File: config.mk
export PLATFORM = sky130hd
export DESIGN_NAME = wcmrd_col
export DESIGN_NICKNAME = d
export VERILOG_FILES = /design/src/hw/rtl/wcmrd_pkg.sv /design/src/hw/rtl/wcmrd_col.sv
export SDC_FILE = /design/constraint.sdc
export NUM_CORES = 1
export LEC_CHECK = 0
export ABC_AREA = 1
export ABC_CLOCK_PERIOD_IN_PS = 1400
export BUFFER_PORTS_ARGS = -buffer_cell sky130_fd_sc_hd__buf_2
export CAP_MARGIN = 10
export CORE_AREA = 2 2 39 41
export DETAILED_ROUTE_END_ITERATION = 7
export DIE_AREA = 0 0 41 43
export GPL_ROUTABILITY_DRIVEN = 0
export GPL_TIMING_DRIVEN = 1
export PLACE_DENSITY = 0.7
export SYNTH_ARGS = -nofsm -noshare
export SYNTH_HDL_FRONTEND = slang
export SYNTH_SLANG_ARGS = --single-unit
File: constraint.sdc
create_clock -name clk -period 1.4 [get_ports clk]
set_clock_uncertainty 0.15 [all_clocks]
set_input_delay 0.07 -clock clk [delete_from_list [all_inputs] [get_ports clk]]
set_output_delay 0.07 -clock clk [all_outputs]
set_load 0.005 [all_outputs]
File: src/hw/rtl/wcmrd_pkg.sv
// Shared types and constants of the windowed count-min rate detector.
// No dependencies; used by every module of the block but wcmrd_mem.
`default_nettype none
package wcmrd_pkg;

	localparam int FIELD_W  = 16;   // width of limits, spans and reported counts
	localparam int WIN_REGS = 3;    // windows that have registers (short, medium, long)
	localparam int PADDR_W  = 5;    // byte address of six 32-bit registers
	localparam int PDATA_W  = 32;
	localparam int HASH_W   = 32;

	localparam logic [2:0] REG_LIMIT_SHORT  = 3'd0;
	localparam logic [2:0] REG_LIMIT_MEDIUM = 3'd1;
	localparam logic [2:0] REG_LIMIT_LONG   = 3'd2;
	localparam logic [2:0] REG_SPAN_SHORT   = 3'd3;
	localparam logic [2:0] REG_SPAN_MEDIUM  = 3'd4;
	localparam logic [2:0] REG_SPAN_LONG    = 3'd5;

	typedef struct packed {
		logic [WIN_REGS-1:0][FIELD_W-1:0] limit;
		logic [WIN_REGS-1:0][FIELD_W-1:0] span;
	} cfg_t;

endpackage
`default_nettype wire

File: src/hw/rtl/wcmrd_col.sv
// Column unit: reduces a 32-bit row hash modulo the row width.
// Depends on wcmrd_pkg. A power-of-two width is a mask, otherwise a reciprocal multiply.
`default_nettype none
module wcmrd_col #(
	parameter int ROW_WIDTH = 4096,
	parameter int COLW      = 12
) (
	input  wire logic                         clk,
	input  wire logic                         arst_n,
	input  wire logic                         start,
	input  wire logic [wcmrd_pkg::HASH_W-1:0] value,
	output logic                              done,
	output logic      [COLW-1:0]              col
);
	import wcmrd_pkg::*;

	localparam bit POW2 = (ROW_WIDTH == (1 << COLW));

	logic [COLW-1:0]   col_q;
	logic              done_q;

	assign col  = col_q;
	assign done = done_q;

	if (POW2) begin : g_mask
		always_ff @(posedge clk or negedge arst_n) begin
			if (!arst_n) begin
				done_q <= 1'b0;
			end else begin
				done_q <= start;
			end
		end
		always_ff @(posedge clk) begin
			if (start) col_q <= value[COLW-1:0];
		end
	end else begin : g_recip
		// The quotient estimate from the truncated reciprocal is low by at most one,
		// so the remainder is below twice the width and one subtraction finishes it.
		localparam int              SH    = HASH_W + COLW;
		localparam int              PW    = 2 * HASH_W + 1;
		localparam longint unsigned RECIP = (64'd1 << SH) / 64'(ROW_WIDTH);

		logic              v_s1;
		logic              v_s2;
		logic [PW-1:0]     prod_s1;
		logic [HASH_W-1:0] val_s1;
		logic [COLW:0]     rem_s2;
		logic [HASH_W-1:0] quot;
		logic [HASH_W-1:0] rem_full;

		assign quot     = HASH_W'(prod_s1 >> SH);
		assign rem_full = val_s1 - HASH_W'(quot * HASH_W'(ROW_WIDTH));

		always_ff @(posedge clk or negedge arst_n) begin
			if (!arst_n) begin
				v_s1   <= 1'b0;
				v_s2   <= 1'b0;
				done_q <= 1'b0;
			end else begin
				v_s1   <= start;
				v_s2   <= v_s1;
				done_q <= v_s2;
			end
		end

		always_ff @(posedge clk) begin
			if (start) begin
				prod_s1 <= PW'(value) * PW'(RECIP);
				val_s1  <= value;
			end
			if (v_s1) rem_s2 <= rem_full[COLW:0];
			if (v_s2) begin
				col_q <= (rem_s2 >= (COLW+1)'(ROW_WIDTH))
				         ? COLW'(rem_s2 - (COLW+1)'(ROW_WIDTH)) : rem_s2[COLW-1:0];
			end
		end
	end

endmodule
`default_nettype wire

Yosys cells after proc, flatten, opt, wreduce, memory -nomap -nowiden
Cells that the tools add are included.

storage, ports and cells
  flip-flop bits (word level) = 13
  output and inout bits = 13

Depth between registers and ports, before layout
  depth in word-level cells = 0
  depth in mapped cells = 0
  depth with buffers taken out = 0

Worst setup path before layout
OpenSTA, ideal clock, no wires.

  kind = register to output
  from = register col_q[0], in the netlist col[0]
  to = output port col[0]
  arrival time = 0.355 ns
  stages on the path, launching flop included = 1
  path slack = 0.825 ns
  path buffers = 0
  cell sequence = edfxtp_1

RTL lines
  item                    line             text
  from (decl)             wcmrd_col.sv:19  logic [COLW-1:0] col_q;
  from (signal assigned)  wcmrd_col.sv:34  if (start) col_q <= value[COLW-1:0];
  to (decl)               wcmrd_col.sv:13  output logic [COLW-1:0] col

No word-level cell between the ends.

Worst setup path after layout
  from = input port start
  to = register col_q[3], in the netlist col[3], enable pin

RTL lines
  item         line             text
  from (decl)  wcmrd_col.sv:10  input wire logic start,

No word-level cell between the ends.

==> results.cfg <==
[placement]
placed_area_um2 = 540.5
port_buffers = 27
place_inst = 56

[timing]
tightest_slew_ns = 0.2755
rsz0062_at_grt = false
hold_viol = 0
fmax_ghz = 0.9436
maxSlewHeadroom = 0.8163
setup_violations = 0
fin_tns_setup_ns = 0
post-route-period-util = 0.7570
fin_crit_ns = 1.060
finalMaxSlewViolations = 0
timing.hold.ws_ns = 0.3552

[clock_tree]
cts_buffer_depth = 2
cts_resized = 0
hold_buffers = 15
cts_root_buf = clkbuf_4
htree_levels = 1
cts_made_buffers = 3
cts_tree = built
cts_setup_buffers = 0
clkSinkCount = 13
path_clk_slew_ns = 0.07

[global_routing]
grtUsageMet1 = 0.1045
use_met3 = 0.06806
grt_max_degree = 14
grt_overflow = 0
grt.total_usage = 0.1121
busiest_layer = met2
met2_usage = 0.1781
first_global_vias = 304
grt_pass1_wl_mm = 1.242
antenna_found_initial = 0

[final_layout]
multi_input_gates = 0
syn_to_final_growth_pct = 86.04
final_cells = 75
antenna_cells = 0
final_nets = 95
finish.instance_area_um2 = 716.9
utilization = 0.5181
layout-drive-gt1-share = 0.5085
multi_input_area_um2 = 0

[critical_path]
slowest_delay_ns = 0.51
criticalPathCategory = in -> reg
endpoint_kind = register
crit_fanout = 13
critPathRequiredTime_ns = 1.20
crit_family = buffers and inverters
worst-path-buf-inv = 2
critPathArrivalTime_ns = 0.86
crit_chain = dlygate4sd3_1, buf_2
start_kind = input pin
cpMaxStageDelayCell = dlygate4sd3_1
worstSetupStartpoint = start

[logic_synthesis]
syn_area_per_cell_um2 = 29.64
yosys.area.top_type_share = 0.9351
ys_seq_area_frac = 1.000
syn-cell-area_um2 = 385.4
ys_async_sr_fraction = 0.07692
ys_types = 2
synthesis.nets = 48
ys_ff_latch = 13
yosysTopAreaCell = edfxtp_1
yosysWarnings = 0
synth_flop_cell = edfxtp_1
yosys-top-cells-area = edfxtp_1 (94%), dfrtp_1 (6.5%)
yosysMostFrequentCell = edfxtp_1
synth_edf_count = 12
netlist_top_cells_count = edfxtp_1 (12), dfrtp_1 (1)
syn-instance-count = 13

[outcome]
status = completed

[routing]
drc = 0
antenna_left = 0
vias = 296
drtIter0Drc = 3
dr.pass1.iters = 2
via_per_inst = 3.947
routedWlPerCell_um = 9.960
drt_wl_total_um = 747

[hold_path]
hold_start = value[11]
hold_end = col[11]
min_path_cells = 2
min_path_type = in -> reg

[die]
die_x_um = 41
ioPinCount = 48
start_util = 0.2785
die_area_mm2 = 0.001763
core_area_mm2 = 0.001384
die_h_um = 43
rows = 14

[power]
vdd_ir_drop_max_uv = 679.1
leakagePower_uw = 0.0003130
powerDensity_mw_per_mm2 = 1073

[run]
max_cap_violations = 0
kinds of logic (layout without fill, tap and decap cells):
family                 after synthesis  after routing  share of synthesized area
buffers and inverters                0             46                          0
DFF                                 13             13                      1.000
state kept, by name (all words and copies together), names as in the netlist:
register and flops:
col 12, done 1
report_power, final:
part	leakage, uW	switching, uW	internal, uW
Sequential	0.000129	5.58	456
Combinational	0.000169	30.1	58.7
Clock	0.0000150	108	110
Total	0.000313	144	625
through the flow:
| stage | power, uW | worst slack [ns] |
|---|---|---|
| after floorplan | 477.6 | 0.8247 |
| after global placement | 526.1 | 0.5972 |
| after detailed placement | 529.1 | 0.5847 |
| after CTS | 779.7 | 0.3437 |
| after global routing | 807.7 | 0.3260 |
| final | 768.9 | 0.3402 |
area by class of cell:
class | count | area (um^2)
Clock buffer | 4 | 26.28
Fill cell | 118 | 666.9
Sequential cell | 13 | 385.4
Tap cell | 16 | 20.02
Timing Repair Buffer | 42 | 285.3
how the worst max path moves through the flow:
| stage | end | depth (start not counted) |
|---|---|---|
| after detailed placement | col[8] | 1 |
| final | col[3] | 2 |
| after floorplan | col[0] | 0 |
| after global placement | col[4] | 1 |
| after CTS | col[0] | 2 |
| after global routing | col[3] | 2 |
layer usage:
metal  vias to the layer above  share of wire  routed length, um
met2                        17           0.53                396
li1                        143              -                  -
met4                         0          0.011                  8
met5                         -              0                  0
met3                         2          0.094                 70
met1                       134           0.36                271
layout by cell type (no fill, tap or decap):
cell	count
buf_2	27
clkbuf_1	1
clkbuf_4	3
dfrtp_1	1
dlygate4sd3_1	15
edfxtp_1	12
Note: power is estimated with default switching activity, not from simulation.
