`config.mk`:
```
export PLATFORM = sky130hd
export DESIGN_NAME = wcmrd_regs
export DESIGN_NICKNAME = d
export VERILOG_FILES = /design/src/hw/rtl/wcmrd_pkg.sv /design/src/hw/rtl/wcmrd_regs.sv
export SDC_FILE = /design/constraint.sdc
export NUM_CORES = 1
export LEC_CHECK = 0
export BUFFER_PORTS_ARGS = -buffer_cell sky130_fd_sc_hd__buf_2
export CORE_UTILIZATION = 45
export DETAILED_ROUTE_END_ITERATION = 10
export PLACE_DENSITY = 0.84
export SLEW_MARGIN = 5
export SYNTH_ARGS = -nofsm -noshare
export SYNTH_HDL_FRONTEND = slang
export SYNTH_SLANG_ARGS = --single-unit
```
`constraint.sdc`:
```
create_clock -name clk -period 1.1 [get_ports clk]
set_clock_uncertainty 0.05 [all_clocks]
set_input_delay 0.055 -clock clk [delete_from_list [all_inputs] [get_ports clk]]
set_output_delay 0.055 -clock clk [all_outputs]
set_load 0.01 [all_outputs]
```
`src/hw/rtl/wcmrd_pkg.sv`:
```
// Shared types and constants of the windowed count-min rate detector.
// No dependencies; used by every module of the block but wcmrd_mem.
`default_nettype none
package wcmrd_pkg;

	localparam int FIELD_W  = 16;   // width of limits, spans and reported counts
	localparam int WIN_REGS = 3;    // windows that have registers (short, medium, long)
	localparam int PADDR_W  = 5;    // byte address of six 32-bit registers
	localparam int PDATA_W  = 32;
	localparam int HASH_W   = 32;

	localparam logic [2:0] REG_LIMIT_SHORT  = 3'd0;
	localparam logic [2:0] REG_LIMIT_MEDIUM = 3'd1;
	localparam logic [2:0] REG_LIMIT_LONG   = 3'd2;
	localparam logic [2:0] REG_SPAN_SHORT   = 3'd3;
	localparam logic [2:0] REG_SPAN_MEDIUM  = 3'd4;
	localparam logic [2:0] REG_SPAN_LONG    = 3'd5;

	typedef struct packed {
		logic [WIN_REGS-1:0][FIELD_W-1:0] limit;
		logic [WIN_REGS-1:0][FIELD_W-1:0] span;
	} cfg_t;

endpackage
`default_nettype wire

```
`src/hw/rtl/wcmrd_regs.sv`:
```
// Configuration register file with its APB-style port.
// Depends on wcmrd_pkg.
`default_nettype none
module wcmrd_regs (
	input  wire logic                          clk,
	input  wire logic                          arst_n,
	input  wire logic                          psel,
	input  wire logic                          penable,
	input  wire logic                          pwrite,
	input  wire logic [wcmrd_pkg::PADDR_W-1:0] paddr,
	input  wire logic [wcmrd_pkg::PDATA_W-1:0] pwdata,
	output logic      [wcmrd_pkg::PDATA_W-1:0] prdata,
	output logic                               pready,
	output wcmrd_pkg::cfg_t                    cfg
);
	import wcmrd_pkg::*;

	cfg_t       cfg_q;
	logic [2:0] index;
	logic       wr_en;

	assign index  = paddr[PADDR_W-1:2];
	assign wr_en  = psel & penable & pwrite;
	assign pready = 1'b1;
	assign cfg    = cfg_q;

	always_ff @(posedge clk or negedge arst_n) begin
		if (!arst_n) begin
			cfg_q.limit[0] <= FIELD_W'(2);
			cfg_q.limit[1] <= FIELD_W'(10);
			cfg_q.limit[2] <= FIELD_W'(50);
			cfg_q.span[0]  <= FIELD_W'(10);
			cfg_q.span[1]  <= FIELD_W'(60);
			cfg_q.span[2]  <= FIELD_W'(600);
		end else if (wr_en) begin
			case (index)
				REG_LIMIT_SHORT:  cfg_q.limit[0] <= pwdata[FIELD_W-1:0];
				REG_LIMIT_MEDIUM: cfg_q.limit[1] <= pwdata[FIELD_W-1:0];
				REG_LIMIT_LONG:   cfg_q.limit[2] <= pwdata[FIELD_W-1:0];
				REG_SPAN_SHORT:   cfg_q.span[0]  <= pwdata[FIELD_W-1:0];
				REG_SPAN_MEDIUM:  cfg_q.span[1]  <= pwdata[FIELD_W-1:0];
				REG_SPAN_LONG:    cfg_q.span[2]  <= pwdata[FIELD_W-1:0];
				default: ;
			endcase
		end
	end

	always_comb begin
		prdata = '0;
		case (index)
			REG_LIMIT_SHORT:  prdata = PDATA_W'(cfg_q.limit[0]);
			REG_LIMIT_MEDIUM: prdata = PDATA_W'(cfg_q.limit[1]);
			REG_LIMIT_LONG:   prdata = PDATA_W'(cfg_q.limit[2]);
			REG_SPAN_SHORT:   prdata = PDATA_W'(cfg_q.span[0]);
			REG_SPAN_MEDIUM:  prdata = PDATA_W'(cfg_q.span[1]);
			REG_SPAN_LONG:    prdata = PDATA_W'(cfg_q.span[2]);
			default:          prdata = '0;
		endcase
	end

endmodule
`default_nettype wire

```
# [Word-level counts from Yosys, hierarchy flattened]
# Cells that the tools add are included.
[classes] bitwise=2 n_eq_ne=5 reduce_logical=7 mux=1
[op_table] cell="$pmux W16 S6" count=1
[op_table] cell="$reduce_and A2 Y1" count=6
[op_table] cell="$eq A3 B2 Y1 const B" count=2
[op_table] cell="$eq A3 B3 Y1 const B" count=2
[op_table] cell="$eq A3 B1 Y1 const B" count=1
[op_table] cell="$logic_not A3 Y1" count=1
[op_table] cell="$and A1 B1 Y1" count=2
[word_totals] elab_cells=21 reg_bits=96 out_inout_bits=129

# [Longest topological paths before layout]
# Gate-level depths: netlist of run 1.
[logic_depth] ltp_word=3 depth_mapped=6 ltp_nobuf=3

# [Worst setup path before layout of run 1]
# OpenSTA, ideal clock, no wires.
[synth_path] kind="input port to flip-flop" startpoint="input port paddr[4] in the netlist's numbering" endpoint="register cfg_q, in the netlist cfg[86]" t_arrival_ns=1.240 path_slack_ns=-0.315 setup_ns=0.125 stages=6 path_buffers=3 path_cell_list="clkbuf_2 nand2b_1 buf_2 nor2_4 buf_6 mux2_2"
[synth_between] elab_chain_len=2
[synth_rtl] element="start, declared" line_no="wcmrd_regs.sv:10" source="input wire logic [wcmrd_pkg::PADDR_W-1:0] paddr,"
[synth_rtl] element="$eq A3 B2 Y1" line_no="wcmrd_regs.sv:36" source="case (index)"
[synth_rtl] element="$reduce_and A2 Y1 (no source line)"
[synth_rtl] element="end, declared" line_no="wcmrd_regs.sv:18" source="cfg_t cfg_q;"
# Every way passes these cells.
# A chain may end at the register's enable or synchronous reset.

# [Final worst setup path of run 1]
[layout_path] startpoint="register cfg_q, in the netlist cfg[58]" endpoint="output port prdata[10] in the netlist's numbering"
[layout_between] elab_chain_len=1
[layout_rtl] element="$pmux W16 S6" line_no="wcmrd_regs.sv:50" source="case (index)"
[layout_rtl] element="end, declared" line_no="wcmrd_regs.sv:12" source="output logic [wcmrd_pkg::PDATA_W-1:0] prdata,"
# Every way passes these cells.

==> qor.yml, run 1 <==
worst_setup_path:
  critPathKind: "reg2out"
  crit_arrival_ps: 1610
  cp.required_ps: 1000
  reg2reg_from: "cfg[58]"
  cp_max_fo: 2
  endpoint_kind: "output pin"
  critPathMaxStageDelay_ps: 430
  crit_start: "cfg[58]"
  cp_cell_sequence: "mux2_4 -> a221oi_4 -> a31oi_1 -> buf_2"
  start_kind: "register"
  cp_slowest_cell: "dfrtp_1"
clock_network:
  clockBufferDepth: 2
  cts.sinks: 96
  path_clk_slew_ps: 100
  insertion_delay_ps: 370
  h-tree-depth: 3
  cts_made_buffers: 9
  root_buffer: "clkbuf_8"
  cts_tree: "yes"
die:
  rows: 36
  ioPinCount: 171
  coreArea_sq_mm: 0.00986
  dieArea_sq_mm: 0.0107
  die_w_microns: 103
  start_util_pct: 46.9
  fp.dieH_microns: 103
global_route:
  grt_pass1_wl_microns: 22100
  grt_usage_pct: 28.6
  grt_pass1_vias: 4013
  grt_overflow: 0
  antenna_found_initial: 0
  grt_max_degree: 49
place:
  place_hpwl_microns: 9510
  placed_cells: 664
  pre_cts_ws_ps: -307
  io_buffers: 135
  place.gp.congestion: 0.821
routing:
  viasPerCell: 5.40
  wl_microns: 15100
  drtIter0Drc: 134
  drc: 0
  dr.pass1.iters: 4
  routedWlPerCell_microns: 21.0
  ant_nets: 0
  num_vias: 3867
synthesis:
  synth_fa_ha_area_share_pct: 0
  synth_mux_area_share_pct: 31.9
  yosys_warnings: 0
  synth_cell_type_count: 31
  async_reset_ff_share_pct: 100
  syn_area_per_cell_sq_um: 13.8
  synth_edf_count: 0
  synthCells: 335
  synth-main-ff-cell: "dfrtp_1"
  synth_xor_area_share_pct: 0
  ys_seq_area_share_pct: 52.4
  synth_top_family_by_area: "multiplexers"
  synth-seq-cells: 96
  syn_area_sq_mm: 0.00462
  synth-simple-area-share_pct: 5.25
  synth-compound-area-share_pct: 4.71
final_layout:
  nFillCells: 582
  layout.cells.non_filler: 716
  nets: 620
  drive_above_1_share_pct: 66.7
  diodes: 0
  fin_util_pct: 74.5
  areaGrowthSynthToFinish_pct: 58.9
  final_cell_mix: "111 x buf_6, 80 x dfrtp_1, 77 x buf_2"
  largest_reg_flops: 96
  layout_commonest_cell: "buf_6"
timing:
  setup_viol: 74
  timing_hold_violations_final: 0
  period_needed_ps: 1720
  timing.final.ws_setup_ps: -617
  drv_slew: 0
  fin_setup_tns_ps: -11740
  finalCritPeriodShare_pct: 156
  fmax_mhz: 582
  finalHoldWorstSlack_ps: 10.5
  rsz0062_at_grt: "true"
outcome:
  status: "finished, violations left"
  violations: "negative setup slack"
run:
  drv_cap: 0
min_path:
  hp-class: "in2async"
pwr:
  p_per_area_mw_per_mm2: 1670
  p_leak_nw: 3.59
  vdd_drop_max_v: 0.00113
metal layers:
metal  wire length (microns)  track usage, %  vias up  part of all wire, %
met2                    7680            48.9      165                   51
li1                        -               -     1678                    -
met5                       0               0        -                    0
met4                     506            13.0        0                  3.4
met3                     755            5.98       42                  5.0
met1                    6110            34.8     1982                   41
cell usage after synthesis (2+ instances only):
| cell | instances | area [sq um] |
|---|---|---|
| nand2b_1 | 2 | 12.5 |
| o221ai_1 | 6 | 52.6 |
| mux2_2 | 98 | 1100 |
| o21ai_0 | 2 | 10.0 |
| conb_1 | 2 | 7.51 |
| buf_6 | 2 | 22.5 |
| buf_2 | 6 | 30.0 |
| or3_1 | 6 | 37.5 |
| dfstp_2 | 16 | 420 |
| nand3_1 | 2 | 10.0 |
| clkbuf_1 | 4 | 15.0 |
| dfrtp_1 | 80 | 2000 |
| mux2i_1 | 26 | 260 |
| mux2_1 | 10 | 113 |
| nor2_1 | 6 | 22.5 |
| nor2_4 | 3 | 33.8 |
| a21oi_1 | 2 | 10.0 |
| a31oi_1 | 6 | 37.5 |
| a221oi_1 | 6 | 52.6 |
| a211oi_1 | 2 | 15.0 |
| a311o_1 | 2 | 20.0 |
| buf_4 | 24 | 180 |
| nor3_4 | 2 | 32.5 |
| nand2_1 | 12 | 45.0 |
| a221o_1 | 2 | 20.0 |
timing repair:
action                                 CTS  global route
pin swaps                                3             5
setup buffers                           19            29
gates cloned                             0             0
resized for setup                      101            38
setup endpoints to repair               69            75
endpoints found under the hold margin  183             0
hold buffers                            17             0
critical path: cells and delay by family, from the launching register on:
family	cells	cell delay, ps
buffers and inverters	1	150
DFF	1	430
muxes	1	300
AOI/OAI and AO/OA	2	350
logic make-up (layout without fill, tap and decap cells):
| logic type | count (synthesis) | in the layout |
|---|---|---|
| other cells | 2 | 17 |
| simple gates | 37 | 37 |
| mux | 134 | 134 |
| buf+inv | 38 | 271 |
| compound gates | 28 | 28 |
| flops | 96 | 96 |
where the power goes:
group / switching (mW) / leakage [nW] / internal, mW
logic: 1.81 / 2.28 / 2.80
registers: 0.617 / 1.19 / 4.31
clock network: 1.32 / 0.117 / 1.42
worst paths after layout:
check | slack (ps) | depth (start not counted) | to
setup reg to reg | -40 | 3 | cfg[58]
min in group clk | 310 | 4 | cfg[63]
max in group asynchronous | 400 | 3 | cfg[36]
hold reg to reg | 490 | 1 | cfg[14]
setup / recovery | -620 | 4 | prdata[10]
hold / removal | 10 | 2 | cfg[91]
per-stage QoR:
stage / total power [mW] / instance area [sq um]
final: 12.3 / 7340
after global routing: 12.8 / 7340
after CTS: 11.8 / 7130
after detailed placement: 8.24 / 6170
after global placement: 8.10 / 6170
after floorplan: 6.48 / 4870
layout make-up:
class,instances,area (sq um),share of cell area [%]
Sequential cell,96,2420,33.0
Timing Repair Buffer,254,2320,31.6
Multi-Input combinational cell,216,2190,29.8
Tap cell,133,166,2.27
Clock buffer,11,151,2.06
Clock inverter,5,85.1,1.16
Inverter,1,3.75,0.0511
No activity file was read; power rests on OpenSTA's default activity.
==> inputs of run 2 (changes only) <==
--- a/config.mk
+++ b/config.mk
@@ -9,6 +9,7 @@
 export CORE_UTILIZATION = 45
 export DETAILED_ROUTE_END_ITERATION = 10
 export PLACE_DENSITY = 0.84
+export SETUP_SLACK_MARGIN = 0.1
 export SLEW_MARGIN = 5
 export SYNTH_ARGS = -nofsm -noshare
 export SYNTH_HDL_FRONTEND = slang
==> run 2 against run 1 <==
Against the previous run:
- the run still ends with negative setup slack left
- sequential power is essentially flat
- power down 0.83%
- core utilization grew 2.3 points
- die area did not move
- cell area grew 3.1%
- largest power group unchanged
==> qor.yml, run 2 (synthesis gave the netlist of run 1 again) <==
timing:
  setup_viol: 71  # -4.1%
  timing.final.ws_setup_ps: -638  # -20.9 ps
  period_needed_ps: 1740  # +20.9 ps
  finalCritPeriodShare_pct: 158  # +1.9 points
  fmax_mhz: 575  # -1.2%
  fin_setup_tns_ps: -11350  # +387 ps
  drv_slew: 0  # unchanged
  rsz0062_at_grt: "true"
  timing_hold_violations_final: 0  # unchanged
place:
  io_buffers: 135  # unchanged
  place.gp.congestion: 0.839  # +2.2%
  pre_cts_ws_ps: -370  # -63.4 ps
  place_hpwl_microns: 9230  # -3.0%
  place_area_sq_mm: 0.00621  # +0.63%
clock_network:
  insertion_delay_ps: 380  # about the same
  path_clk_slew_ps: 100  # about the same
  cts_tree: "yes"
  cts.sinks: 96  # unchanged
  root_buffer: "clkbuf_8"
  clockBufferDepth: 2  # unchanged
  cts_made_buffers: 9  # unchanged
  h-tree-depth: 3  # unchanged
worst_setup_path:
  crit_arrival_ps: 1630  # +20 ps
  start_kind: "register"
  cp.required_ps: 1000  # about the same
  endpoint_kind: "output pin"
  critPathKind: "reg2out"
  cp_max_fo: 2  # unchanged
die:
  die_w_microns: 103  # unchanged
  rows: 36  # unchanged
  dieArea_sq_mm: 0.0107  # unchanged
  ioPinCount: 171  # unchanged
  fp.dieH_microns: 103  # unchanged
  start_util_pct: 46.9  # unchanged
  coreArea_sq_mm: 0.00986  # unchanged
pwr:
  p_per_area_mw_per_mm2: 1610  # -3.8%
  power_mw: 12.2  # -0.83%
  p_leak_nw: 3.71  # +3.5%
  vdd_drop_max_v: 0.000924  # -18%
global_route:
  grt_max_degree: 55  # +12%
  grt_pass1_vias: 4008  # -0.12%
  grt_usage_pct: 28.2  # -0.40 points
  grt_overflow: 0  # unchanged
  antenna_found_initial: 0  # unchanged
  grt_pass1_wl_microns: 21800  # -1.2%
routing:
  dr.pass1.iters: 4  # unchanged
  num_vias: 4008  # +3.6%
  drtIter0Drc: 224  # +67%
  viasPerCell: 5.45  # +0.97%
  top_layer_used: "met4"
  wl_met2_microns: 8080  # +5.2%
  wl_microns: 15900  # +5.9%
  routedWlPerCell_microns: 21.7  # +3.1%
  wl_met1_microns: 6300  # +3.1%
  dr_wl_met3_microns: 886  # +17%
  drc: 0  # unchanged
  ant_nets: 0  # unchanged
final_layout:
  drive_above_1_share_pct: 68.6  # +1.9 points
  final_cell_mix: "132 x buf_6, 80 x dfrtp_1, 67 x buf_2"
  fin_util_pct: 76.8  # +2.3 points
  nFillCells: 556  # -4.5%
  stdcell_area_sq_mm: 0.00757  # +3.1%
  largest_reg_flops: 96  # unchanged
  layout_commonest_cell: "buf_6"
  areaGrowthSynthToFinish_pct: 63.8
  nets: 639  # +3.1%
  diodes: 0  # unchanged
outcome:
  violations: "negative setup slack"
  status: "finished, violations left"
run:
  drv_cap: 0  # unchanged
min_path:
  hp-class: "in2async"
[run 2: changes by cell type in the layout (fill, tap and decap cells not counted), moves of 4 or more]
cell	previous run	this run
buf_6	111	132
buf_4	37	49
buf_2	77	67
mux2_2	72	62
mux2_4	28	38
buf_12	12	7
o221ai_1	4	0
o221ai_2	2	6
[run 2: worst max-delay path: stages (launching register included)]
cell and delay (ps):
dfrtp_1 420, mux2i_1 230, o21ai_1 100, a221o_1 340, buf_2 160
[run 2: power breakdown]
part	leakage (nW)	total [mW]	internal, mW	switching (mW)
combinational	2.43	4.95	3.04	1.91
sequential	1.19	4.95	4.31	0.644
clock	0.0943	2.27	0.908	1.37
[run 2: what timing repair did]
| item | CTS | global route |
|---|---|---|
| hold buffers | 17 | 0 |
| setup endpoints to repair | 139 | 173 |
| hold endpoints to repair | 192 | 0 |
| gates resized for setup | 116 | 52 |
| setup buffers | 17 | 41 |
| cloned | 0 | 1 |
| pin swaps | 6 | 8 |
[run 2: final cells by class]
cell class | count | area (sq um) | share of cell area (%)
Inverter | 1 | 3.75 | 0.0496
Sequential cell | 96 | 2420 | 32.0
Clock inverter | 5 | 40.0 | 0.529
Timing Repair Buffer | 273 | 2520 | 33.3
Multi-Input combinational cell | 216 | 2270 | 30.0
Tap cell | 133 | 166 | 2.20
Clock buffer | 11 | 141 | 1.87
[run 2: final timing paths]
kind	startpoint	endpoint	slack, ps	cells after the start
max in group asynchronous	arst_n	cfg[38]	510	3
max reg2reg	cfg[67]	cfg[67]	-10	4
max	cfg[61]	prdata[13]	-640	4
min	arst_n	cfg[64]	150	3
min in group clk	paddr[4]	cfg[57]	310	4
min reg2reg	cfg[7]	cfg[7]	490	1
[run 2: through the flow]
stage	std cells	hold WS, ps
after floorplan	350	-291
after global placement	669	3.36
after detailed placement	669	23.1
after CTS	708	160
after global routing	735	179
final	735	149
[run 2: routing by layer]
| metal | vias up | track usage (%) |
|---|---|---|
| met1 | 2042 | 34.4 |
| met3 | 47 | 5.91 |
| met5 | - | 0 |
| li1 | 1725 | - |
| met2 | 194 | 46.7 |
| met4 | 0 | 15.8 |
